### src/sv/hcb_pkg.sv
// Shared package for the Huffman code builder.
// Holds field widths, default sizing, the sequencer states and memory controls.
// No dependencies.
package hcb_pkg;

  // Default sizing of the block
  localparam int HCB_MAX_SYMBOLS = 32;
  localparam int HCB_WEIGHT_BITS = 16;

  // Fixed port field widths
  localparam int WEIGHT_W = 16;
  localparam int SYMBOL_W = 5;
  localparam int CODE_W   = 31;
  localparam int LENGTH_W = 5;

  // Sequencer states
  typedef enum logic [3:0] {
    ST_IDLE,
    ST_CLEAR,
    ST_SCAN,
    ST_TAIL,
    ST_MERGE_L,
    ST_MERGE_R,
    ST_WALK,
    ST_WALK_PAR,
    ST_WALK_LEFT,
    ST_OUT
  } hcb_state_t;

  // Write strobes toward the tree memories
  typedef struct packed {
    logic wt_we;
    logic par_we;
    logic left_we;
  } hcb_mem_we_t;

endpackage

### src/sv/hcb_tree_mem.sv
// Tree storage: node weights, node parents and left children of merged nodes.
// One write and one registered read port per memory.
// Depends on hcb_pkg.
module hcb_tree_mem #(
  parameter int MAX_SYMBOLS = hcb_pkg::HCB_MAX_SYMBOLS,
  parameter int WEIGHT_BITS = hcb_pkg::HCB_WEIGHT_BITS,
  localparam int NODE_COUNT = 2 * MAX_SYMBOLS - 1,
  localparam int NODE_BITS  = $clog2(NODE_COUNT),
  localparam int LEAF_BITS  = (WEIGHT_BITS < hcb_pkg::WEIGHT_W) ? WEIGHT_BITS
                                                                : hcb_pkg::WEIGHT_W,
  localparam int SUM_BITS   = LEAF_BITS + $clog2(MAX_SYMBOLS),
  localparam int LEFT_DEPTH = MAX_SYMBOLS - 1,
  localparam int LEFT_BITS  = (MAX_SYMBOLS > 2) ? $clog2(LEFT_DEPTH) : 1
) (
  input  logic                clk,
  input  hcb_pkg::hcb_mem_we_t we,
  input  logic [NODE_BITS-1:0] wt_waddr,
  input  logic [SUM_BITS-1:0]  wt_wdata,
  input  logic [NODE_BITS-1:0] wt_raddr,
  output logic [SUM_BITS-1:0]  wt_rdata,
  input  logic [NODE_BITS-1:0] par_waddr,
  input  logic [NODE_BITS-1:0] par_wdata,
  input  logic [NODE_BITS-1:0] par_raddr,
  output logic [NODE_BITS-1:0] par_rdata,
  input  logic [LEFT_BITS-1:0] left_waddr,
  input  logic [NODE_BITS-1:0] left_wdata,
  input  logic [LEFT_BITS-1:0] left_raddr,
  output logic [NODE_BITS-1:0] left_rdata
);

  logic [SUM_BITS-1:0]  wt_mem   [NODE_COUNT];
  logic [NODE_BITS-1:0] par_mem  [NODE_COUNT];
  logic [NODE_BITS-1:0] left_mem [LEFT_DEPTH];

  // Weight memory
  always_ff @(posedge clk) begin
    if (we.wt_we) begin
      wt_mem[wt_waddr] <= wt_wdata;
    end
    wt_rdata <= wt_mem[wt_raddr];
  end

  // Parent memory
  always_ff @(posedge clk) begin
    if (we.par_we) begin
      par_mem[par_waddr] <= par_wdata;
    end
    par_rdata <= par_mem[par_raddr];
  end

  // Left child memory
  always_ff @(posedge clk) begin
    if (we.left_we) begin
      left_mem[left_waddr] <= left_wdata;
    end
    left_rdata <= left_mem[left_raddr];
  end

endmodule

### src/sv/hcb_min_select.sv
// Shared compare unit: tracks the two lowest-weight parentless nodes of a scan.
// Ties keep the earlier (lower) index; also forms the sum of the pair.
// Depends on hcb_pkg.
module hcb_min_select #(
  parameter int MAX_SYMBOLS = hcb_pkg::HCB_MAX_SYMBOLS,
  parameter int WEIGHT_BITS = hcb_pkg::HCB_WEIGHT_BITS,
  localparam int NODE_COUNT = 2 * MAX_SYMBOLS - 1,
  localparam int NODE_BITS  = $clog2(NODE_COUNT),
  localparam int LEAF_BITS  = (WEIGHT_BITS < hcb_pkg::WEIGHT_W) ? WEIGHT_BITS
                                                                : hcb_pkg::WEIGHT_W,
  localparam int SUM_BITS   = LEAF_BITS + $clog2(MAX_SYMBOLS)
) (
  input  logic                 clk,
  input  logic                 rst,
  input  logic                 clear,
  input  logic                 load,
  input  logic                 free,
  input  logic [NODE_BITS-1:0] node,
  input  logic [SUM_BITS-1:0]  wgt,
  output logic [NODE_BITS-1:0] pick_lo,
  output logic [NODE_BITS-1:0] pick_hi,
  output logic [SUM_BITS-1:0]  pair_sum
);

  logic                found_lo;
  logic                found_hi;
  logic [SUM_BITS-1:0] min_lo;
  logic [SUM_BITS-1:0] min_hi;
  logic                below_lo;
  logic                below_hi;

  // Strict less-than keeps the lower index on a tie
  assign below_lo = !found_lo || (wgt < min_lo);
  assign below_hi = !found_hi || (wgt < min_hi);
  assign pair_sum = min_lo + min_hi;

  // Update found flags
  always_ff @(posedge clk) begin
    if (rst || clear) begin
      found_lo <= 1'b0;
      found_hi <= 1'b0;
    end else if (load && free) begin
      if (below_lo) begin
        found_lo <= 1'b1;
        found_hi <= found_lo;
      end else if (below_hi) begin
        found_hi <= 1'b1;
      end
    end
  end

  // Update the two running minima
  always_ff @(posedge clk) begin
    if (load && free) begin
      if (below_lo) begin
        min_hi  <= min_lo;
        pick_hi <= pick_lo;
        min_lo  <= wgt;
        pick_lo <= node;
      end else if (below_hi) begin
        min_hi  <= wgt;
        pick_hi <= node;
      end
    end
  end

  a_hi_needs_lo : assert property (@(posedge clk) disable iff (rst)
    found_hi |-> found_lo)
    else $error("second minimum found without a first");

  a_order : assert property (@(posedge clk) disable iff (rst)
    found_lo && found_hi |-> min_lo <= min_hi)
    else $error("minima out of order");

  a_distinct : assert property (@(posedge clk) disable iff (rst)
    found_lo && found_hi |-> pick_lo != pick_hi)
    else $error("same node picked twice");

endmodule

### src/sv/huffman_code_builder.sv
// Huffman code builder: loads one weight per cycle while idle; the request with last set
// starts a sweep that clears all 2n-1 parent entries, then merge k (k = 0..n-2) scans nodes
// 0..n+k-1 on the shared compare unit, then each symbol walks up its parents in the memories.
// Results appear one per strobe cycle, in symbol order, and cannot be stalled.
// Synchronous reset returns to idle with an empty symbol set.
module huffman_code_builder #(
  parameter int MAX_SYMBOLS = hcb_pkg::HCB_MAX_SYMBOLS,
  parameter int WEIGHT_BITS = hcb_pkg::HCB_WEIGHT_BITS
) (
  input  logic                         clk,
  input  logic                         rst,
  input  logic                         start,
  output logic                         busy,
  input  logic [hcb_pkg::WEIGHT_W-1:0] weight,
  input  logic                         last,
  output logic                         strobe,
  output logic [hcb_pkg::SYMBOL_W-1:0] symbol,
  output logic [hcb_pkg::CODE_W-1:0]   code,
  output logic [hcb_pkg::LENGTH_W-1:0] code_length,
  output logic                         final_res
);

  localparam int NODE_COUNT = 2 * MAX_SYMBOLS - 1;
  localparam int NODE_BITS  = $clog2(NODE_COUNT);
  localparam int LEAF_BITS  = (WEIGHT_BITS < hcb_pkg::WEIGHT_W) ? WEIGHT_BITS
                                                                : hcb_pkg::WEIGHT_W;
  localparam int SUM_BITS   = LEAF_BITS + $clog2(MAX_SYMBOLS);
  localparam int LEFT_BITS  = (MAX_SYMBOLS > 2) ? $clog2(MAX_SYMBOLS - 1) : 1;
  localparam int CNT_BITS   = $clog2(MAX_SYMBOLS + 1);
  localparam int LEN_BITS   = $clog2(MAX_SYMBOLS);
  localparam logic [NODE_BITS-1:0] NO_PARENT = '1;

  hcb_pkg::hcb_state_t state;
  hcb_pkg::hcb_state_t state_next;

  logic [CNT_BITS-1:0]         count;
  logic [CNT_BITS-1:0]         sym;
  logic [NODE_BITS-1:0]        idx;
  logic [NODE_BITS-1:0]        merged;
  logic                        rd_vld;
  logic [NODE_BITS-1:0]        rd_idx;
  logic [NODE_BITS-1:0]        cur;
  logic [NODE_BITS-1:0]        par;
  logic [LEN_BITS-1:0]         len;
  logic [hcb_pkg::CODE_W-1:0]  code_r;

  logic                        accept;
  logic [NODE_BITS-1:0]        node_n;
  logic [NODE_BITS-1:0]        last_node;
  logic                        last_sym;

  hcb_pkg::hcb_mem_we_t        mem_we;
  logic [NODE_BITS-1:0]        wt_waddr;
  logic [SUM_BITS-1:0]         wt_wdata;
  logic [SUM_BITS-1:0]         wt_rdata;
  logic [NODE_BITS-1:0]        par_waddr;
  logic [NODE_BITS-1:0]        par_wdata;
  logic [NODE_BITS-1:0]        par_raddr;
  logic [NODE_BITS-1:0]        par_rdata;
  logic [LEFT_BITS-1:0]        left_waddr;
  logic [LEFT_BITS-1:0]        left_raddr;
  logic [NODE_BITS-1:0]        left_rdata;

  logic                        min_clear;
  logic [NODE_BITS-1:0]        pick_lo;
  logic [NODE_BITS-1:0]        pick_hi;
  logic [SUM_BITS-1:0]         pair_sum;

  assign busy      = (state != hcb_pkg::ST_IDLE);
  assign accept    = start && !busy;
  assign node_n    = NODE_BITS'(count);
  assign last_node = (node_n << 1) - NODE_BITS'(2);
  assign last_sym  = (sym == count - CNT_BITS'(1));

  // Drive the result ports from the walk registers
  assign strobe      = (state == hcb_pkg::ST_OUT);
  assign symbol      = hcb_pkg::SYMBOL_W'(sym);
  assign code        = code_r;
  assign code_length = hcb_pkg::LENGTH_W'(len);
  assign final_res   = strobe && last_sym;

  // Memory address and data selection
  assign wt_wdata   = (state == hcb_pkg::ST_IDLE) ? SUM_BITS'(weight[LEAF_BITS-1:0])
                                                  : pair_sum;
  assign wt_waddr   = (state == hcb_pkg::ST_IDLE) ? node_n : merged;
  assign left_waddr = LEFT_BITS'(merged - node_n);
  assign left_raddr = LEFT_BITS'(par_rdata - node_n);
  assign min_clear  = (state == hcb_pkg::ST_CLEAR) || (state == hcb_pkg::ST_MERGE_R);

  always_comb begin
    unique case (state)
      hcb_pkg::ST_CLEAR:     par_waddr = idx;
      hcb_pkg::ST_MERGE_L:   par_waddr = pick_lo;
      default:               par_waddr = pick_hi;
    endcase
    par_wdata = (state == hcb_pkg::ST_CLEAR) ? NO_PARENT : merged;
    unique case (state)
      hcb_pkg::ST_WALK:      par_raddr = NODE_BITS'(sym);
      hcb_pkg::ST_WALK_LEFT: par_raddr = par;
      default:               par_raddr = idx;
    endcase
  end

  // Next state and memory write strobes
  always_comb begin
    state_next     = state;
    mem_we.wt_we   = 1'b0;
    mem_we.par_we  = 1'b0;
    mem_we.left_we = 1'b0;
    unique case (state)
      hcb_pkg::ST_IDLE: begin
        mem_we.wt_we = accept && (count < CNT_BITS'(MAX_SYMBOLS));
        if (accept && last) begin
          state_next = hcb_pkg::ST_CLEAR;
        end
      end
      hcb_pkg::ST_CLEAR: begin
        mem_we.par_we = 1'b1;
        if (idx == last_node) begin
          state_next = (count == CNT_BITS'(1)) ? hcb_pkg::ST_WALK : hcb_pkg::ST_SCAN;
        end
      end
      hcb_pkg::ST_SCAN: begin
        if (idx == merged - NODE_BITS'(1)) begin
          state_next = hcb_pkg::ST_TAIL;
        end
      end
      hcb_pkg::ST_TAIL: begin
        state_next = hcb_pkg::ST_MERGE_L;
      end
      hcb_pkg::ST_MERGE_L: begin
        mem_we.wt_we   = 1'b1;
        mem_we.par_we  = 1'b1;
        mem_we.left_we = 1'b1;
        state_next     = hcb_pkg::ST_MERGE_R;
      end
      hcb_pkg::ST_MERGE_R: begin
        mem_we.par_we = 1'b1;
        state_next = (merged == last_node) ? hcb_pkg::ST_WALK : hcb_pkg::ST_SCAN;
      end
      hcb_pkg::ST_WALK: begin
        state_next = hcb_pkg::ST_WALK_PAR;
      end
      hcb_pkg::ST_WALK_PAR: begin
        state_next = (par_rdata == NO_PARENT) ? hcb_pkg::ST_OUT : hcb_pkg::ST_WALK_LEFT;
      end
      hcb_pkg::ST_WALK_LEFT: begin
        state_next = hcb_pkg::ST_WALK_PAR;
      end
      hcb_pkg::ST_OUT: begin
        state_next = last_sym ? hcb_pkg::ST_IDLE : hcb_pkg::ST_WALK;
      end
      default: begin
        state_next = hcb_pkg::ST_IDLE;
      end
    endcase
  end

  // State register
  always_ff @(posedge clk) begin
    if (rst) begin
      state <= hcb_pkg::ST_IDLE;
    end else begin
      state <= state_next;
    end
  end

  // Symbol count: advance on each held weight, drop after the last result
  always_ff @(posedge clk) begin
    if (rst) begin
      count <= '0;
    end else if (mem_we.wt_we && state == hcb_pkg::ST_IDLE) begin
      count <= count + CNT_BITS'(1);
    end else if (strobe && last_sym) begin
      count <= '0;
    end
  end

  // Scan read pipeline tag
  always_ff @(posedge clk) begin
    if (rst) begin
      rd_vld <= 1'b0;
    end else begin
      rd_vld <= (state == hcb_pkg::ST_SCAN);
    end
    rd_idx <= idx;
  end

  // Sweep, scan and walk counters
  always_ff @(posedge clk) begin
    unique case (state)
      hcb_pkg::ST_IDLE: begin
        idx    <= '0;
        merged <= '0;
        sym    <= '0;
      end
      hcb_pkg::ST_CLEAR: begin
        idx    <= (idx == last_node) ? '0 : idx + NODE_BITS'(1);
        merged <= node_n;
      end
      hcb_pkg::ST_SCAN: begin
        idx <= idx + NODE_BITS'(1);
      end
      hcb_pkg::ST_MERGE_R: begin
        idx    <= '0;
        merged <= merged + NODE_BITS'(1);
      end
      hcb_pkg::ST_WALK: begin
        cur    <= NODE_BITS'(sym);
        len    <= '0;
        code_r <= '0;
      end
      hcb_pkg::ST_WALK_PAR: begin
        par <= par_rdata;
      end
      hcb_pkg::ST_WALK_LEFT: begin
        // A right child sets its bit at the current depth
        if (left_rdata != cur) begin
          code_r <= code_r | (hcb_pkg::CODE_W'(1) << len);
        end
        len <= len + LEN_BITS'(1);
        cur <= par;
      end
      hcb_pkg::ST_OUT: begin
        sym <= sym + CNT_BITS'(1);
      end
      default: begin
      end
    endcase
  end

  hcb_tree_mem #(
    .MAX_SYMBOLS(MAX_SYMBOLS),
    .WEIGHT_BITS(WEIGHT_BITS)
  ) u_mem (
    .clk       (clk),
    .we        (mem_we),
    .wt_waddr  (wt_waddr),
    .wt_wdata  (wt_wdata),
    .wt_raddr  (idx),
    .wt_rdata  (wt_rdata),
    .par_waddr (par_waddr),
    .par_wdata (par_wdata),
    .par_raddr (par_raddr),
    .par_rdata (par_rdata),
    .left_waddr(left_waddr),
    .left_wdata(pick_lo),
    .left_raddr(left_raddr),
    .left_rdata(left_rdata)
  );

  hcb_min_select #(
    .MAX_SYMBOLS(MAX_SYMBOLS),
    .WEIGHT_BITS(WEIGHT_BITS)
  ) u_min (
    .clk     (clk),
    .rst     (rst),
    .clear   (min_clear),
    .load    (rd_vld),
    .free    (par_rdata == NO_PARENT),
    .node    (rd_idx),
    .wgt     (wt_rdata),
    .pick_lo (pick_lo),
    .pick_hi (pick_hi),
    .pair_sum(pair_sum)
  );

  a_close_goes_busy : assert property (@(posedge clk) disable iff (rst)
    start && !busy && last |=> busy)
    else $error("closing request did not start a build");

  a_final_frees : assert property (@(posedge clk) disable iff (rst)
    strobe && final_res |=> !busy)
    else $error("block still busy after the final result");

  a_symbol_range : assert property (@(posedge clk) disable iff (rst)
    strobe |-> sym < count)
    else $error("result symbol beyond the loaded set");

endmodule
### config.mk
export PLATFORM = sky130hd
export DESIGN_NAME = huffman_code_builder
export DESIGN_NICKNAME = d
export VERILOG_FILES = /design/src/sv/hcb_pkg.sv /design/src/sv/hcb_tree_mem.sv /design/src/sv/hcb_min_select.sv /design/src/sv/huffman_code_builder.sv
export SDC_FILE = /design/constraint.sdc
export NUM_CORES = 2
export LEC_CHECK = 0
export BUFFER_PORTS_ARGS = -buffer_cell sky130_fd_sc_hd__buf_2
export CAP_MARGIN = 20
export CELL_PAD_IN_SITES_DETAIL_PLACEMENT = 2
export CELL_PAD_IN_SITES_GLOBAL_PLACEMENT = 2
export CORE_ASPECT_RATIO = 0.6
export CORE_MARGIN = 4
export CORE_UTILIZATION = 52
export DETAILED_ROUTE_END_ITERATION = 7
export HOLD_SLACK_MARGIN = 0.03
export PLACE_DENSITY = 0.82
export SYNTH_ARGS = -nofsm -noshare
export SYNTH_HDL_FRONTEND = slang
export SYNTH_SLANG_ARGS = --single-unit
### constraint.sdc
create_clock -name clk -period 17.2 [get_ports clk]
set_input_delay 5.16 -clock clk [delete_from_list [all_inputs] [get_ports clk]]
set_output_delay 5.16 -clock clk [all_outputs]
set_load 0.05 [all_outputs]
==> impl_metrics.toml, run 1 <==
[synth]
synthTopCellsByArea = "edfxtp_1 72%, mux4_2 6.9%, mux2i_1 3.4%"
synth_nets = 5045
yosysTopAreaCell = "edfxtp_1"
ys_seq_area_share_pct = 73.5
postSynthCellCount = 4941
syn_avg_cell_area_um2 = 16.9
mappedNetlistArea_um2 = 83400
yosysWarnings = 0
synth_top_cells_by_count = "2007 x edfxtp_1, 358 x nand2_1, 304 x nor2_1"
synthArstFlopShare_pct = 0
synth_top_area_share_pct = 72.3
synthFlopType = "edfxtp_1"
yosysMostFrequentCell = "edfxtp_1"
synth_edf_count = 2007
ys_types = 71
ys_ff_latch = 2059

[status]
stop_stage = "3_5_place_dp"
status = "aborted with a tool error"
error = "[ERROR DPL-0033] detailed placement checks failed during check placement."

[place]
gp_congestion = 0.875
hpwl_um = 206000
io_buffers = 63

[floorplan]
die_h_um = 318
initial_core_util_pct = 52.5
rows = 113
die_x_um = 525
ios = 64
==> metrics by stage <==
stage             setup WS [ns]  cell area [um2]
global placement           8.98            86700
floorplan                  9.56            83400
==> cells by family after synthesis <==
logic type | after synthesis | synth area share [%]
buffers and inverters | 344 | 1.69
AND/OR/NAND/NOR | 1005 | 5.38
XOR/XNOR | 72 | 0.756
multiplexers | 630 | 11.5
AO/OA/AOI/OAI | 747 | 5.83
flip-flops | 2059 | 73.5
adder cells (fa/ha/maj) | 84 | 1.29
==> run 2: changes to the inputs <==
--- a/config.mk
+++ b/config.mk
@@ -7,14 +7,10 @@
 export LEC_CHECK = 0
 export BUFFER_PORTS_ARGS = -buffer_cell sky130_fd_sc_hd__buf_2
 export CAP_MARGIN = 20
-export CELL_PAD_IN_SITES_DETAIL_PLACEMENT = 2
-export CELL_PAD_IN_SITES_GLOBAL_PLACEMENT = 2
-export CORE_ASPECT_RATIO = 0.6
 export CORE_MARGIN = 4
-export CORE_UTILIZATION = 52
+export CORE_UTILIZATION = 40
 export DETAILED_ROUTE_END_ITERATION = 7
-export HOLD_SLACK_MARGIN = 0.03
-export PLACE_DENSITY = 0.82
+export PLACE_DENSITY_LB_ADDON = 0.15
 export SYNTH_ARGS = -nofsm -noshare
 export SYNTH_HDL_FRONTEND = slang
 export SYNTH_SLANG_ARGS = --single-unit
==> run 2 against run 1 <==
Net effect: the flow now finishes without violations; area after synthesis stayed put; synthesized cell count stayed put.
==> impl_metrics.toml, run 2 <==
[grt]
grt_overflow_total = 0
grtUsageMet2_pct = 33.2
grt_busiest_layer = "met2"
grt_pass1_vias = 44800
grt_pass1_wl_um = 327000
grt_util_met1_pct = 28.5
groute.usage.overall_pct = 20.8
grt_max_degree = 84
antenna_found_initial = 18
met3_usage_pct = 5.13

[route]
num_vias = 45300
drcViolationCount = 0
drt-wirelength-per-cell_um = 28.2
antenna_left = 0
first_pass_iters = 5
wirelength_um = 228000
drtIter0Drc = 4635
viasPerCell = 5.61

[critical_path]
cp.required_ns = 12.04
r2r_cells = 9
path_class = "reg2out"
critical_path_buf_inv_count = 2
arrival_ns = 3.57
slowest_stage = "dfxtp_1"
path_max_fanout = 14
crit_family = "flip-flops"
critPathCaptureType = "output port"
max_stage_delay_ns = 0.76
worstSetupStartpoint = "count[0]"
r2r_setup_slack_ns = 11.52
cp-endpoint = "final_res"
reg2reg_from = "idx[0]"
rr_endpoint = "u_mem.wt_rdata[11]"
start_kind = "flop"
cp_cell_sequence = "inv_1 -> ha_1 -> nor3b_1 -> xnor2_1 -> xor2_1 -> nand4_1 -> nor2_1 -> buf_2"
path_depth = 8

[timing]
finalWorstPathRequiredPeriod_ns = 8.73
report.final.setup_viol = 0
drv_slew = 0
rsz0062_at_grt = "false"
hold_ws_ns = 0.381
max_freq_ghz = 0.115
finalClockSkew_ns = 0.0463
fin_crit_sh_pct = 50.8
worstMarginPinSlew_ns = 1.10
timing.final.ws_setup_ns = 8.47
slew_headroom_pct = 26.3
timing_hold_violations_final = 0
finalSetupTns_ns = 0

[pwr]
peakVddDrop_v = 0.000133
p_leak_nw = 30.2
p_per_area_nw_per_um2 = 163

[finish]
largestRegisters = "u_mem.wt_mem x1323, u_mem.par_mem x378, u_mem.left_mem x186"
largest_register_ffs = 1323
seq_area_um2 = 61300
drive_above_1_share_pct = 18.8
area_growth_pct = 13.7
layout.cells.most_common_list = "2007 x edfxtp_1, 353 x nand2_1, 286 x mux2i_1"
fin_nets = 5205
layout.cells.most_common = "edfxtp_1"
top_register = "u_mem.wt_mem"
fillers = 18000
multiInputGateArea_um2 = 21200

[clocking]
cts_setup_buffers = 0
cts_hold_buf = 0
tritoncts = "done"
numCtsBuffers = 213
clk_path_buf_depth = 3
clock_insertion_delay_worst_skew_ns = 0.86
clock-sinks = 2059
cts_root_buf = "clkbuf_16"
clk_pin_slew_ns = 0.06
cts_resized = 0
cts_max_level = 4

[run]
drv_cap = 0

[synth]
yosysTopAreaCell = "edfxtp_1"
mappedNetlistArea_um2 = 83400
ys_types = 71
synthTopCellsByArea = "edfxtp_1 72%, mux4_2 6.9%, mux2i_1 3.4%"
synth_nets = 5045
synthArstFlopShare_pct = 0
synthFlopType = "edfxtp_1"
yosysMostFrequentCell = "edfxtp_1"
ys_ff_latch = 2059
synth_top_cells_by_count = "2007 x edfxtp_1, 358 x nand2_1, 304 x nor2_1"
postSynthCellCount = 4941
syn_avg_cell_area_um2 = 16.9
ys_seq_area_share_pct = 73.5
yosysWarnings = 0
synth_edf_count = 2007
synth_top_area_share_pct = 72.3

[min_path]
min_path_type = "reg2reg"

[place]
gp_congestion = 0.837
post-place-ws_ns = 8.97
io_buffers = 63
hpwl_um = 139000

[floorplan]
fp.coreArea_um2 = 207000
rows = 167
fp.dieArea_um2 = 216000
die_x_um = 465
ios = 64
die_h_um = 465
initial_core_util_pct = 40.2

[status]
status = "completed"
==> run 2: area by class of cell <==
cell class	count	area share, %
Antenna cell	5	0.0132
Clock buffer	262	5.91
Clock inverter	137	1.29
Inverter	61	0.243
Multi-Input combinational cell	2538	22.4
Sequential cell	2059	64.6
Tap cell	2788	3.68
Timing Repair Buffer	228	1.86
==> run 2: stage by stage <==
| stage | total power [mW] | instances | cell area (um2) | utilization, % |
|---|---|---|---|---|
| global placement | 11.1 | 7653 | 87600 | 42.3 |
| detailed placement | 11.1 | 7666 | 87900 | 42.4 |
| floorplan | 9.10 | 4941 | 83400 | - |
| CTS | 15.6 | 8065 | 94700 | 45.7 |
| global route | 16.1 | 8075 | 94800 | 45.8 |
| finish | 15.5 | 8078 | 94800 | 45.8 |
==> run 2: worst min-delay path by stage <==
stage / start / end / slack [ns] / cells after the start
floorplan: idx[3] / rd_idx[3] / 0.35 / 0
global placement: idx[1] / rd_idx[1] / 0.36 / 0
detailed placement: idx[1] / rd_idx[1] / 0.36 / 0
CTS: idx[1] / rd_idx[1] / 0.38 / 0
global route: idx[1] / rd_idx[1] / 0.40 / 0
finish: idx[1] / rd_idx[1] / 0.38 / 0
==> run 2: power breakdown <==
part | internal, mW | switching [mW] | leakage (nW) | total (mW)
registers | 6.31 | 0.134 | 18.6 | 6.45
clock network | 2.61 | 1.92 | 3.33 | 4.53
logic | 1.34 | 3.16 | 8.32 | 4.50
total | 10.3 | 5.22 | 30.2 | 15.5
==> run 2: metal layers <==
layer  up-vias  wire length [um]
li1      20000                 -
met2      1473            108000
met1     23500             96500
met4         8              6100
met3       318             16900
met5         -                54
==> run 2: cell families (layout without fill, tap and decap cells) <==
| family | count (synthesis) | after routing | share of synthesized area [%] |
|---|---|---|---|
| compound gates | 747 | 747 | 5.83 |
| xor+xnor | 72 | 72 | 0.756 |
| fa+ha+maj | 84 | 84 | 1.29 |
| buf+inv | 344 | 688 | 1.69 |
| flops | 2059 | 2059 | 73.5 |
| mux | 630 | 630 | 11.5 |
| other cells | 0 | 5 | 0 |
| simple gates | 1005 | 1005 | 5.38 |
Power figures use the tool's default switching activity.
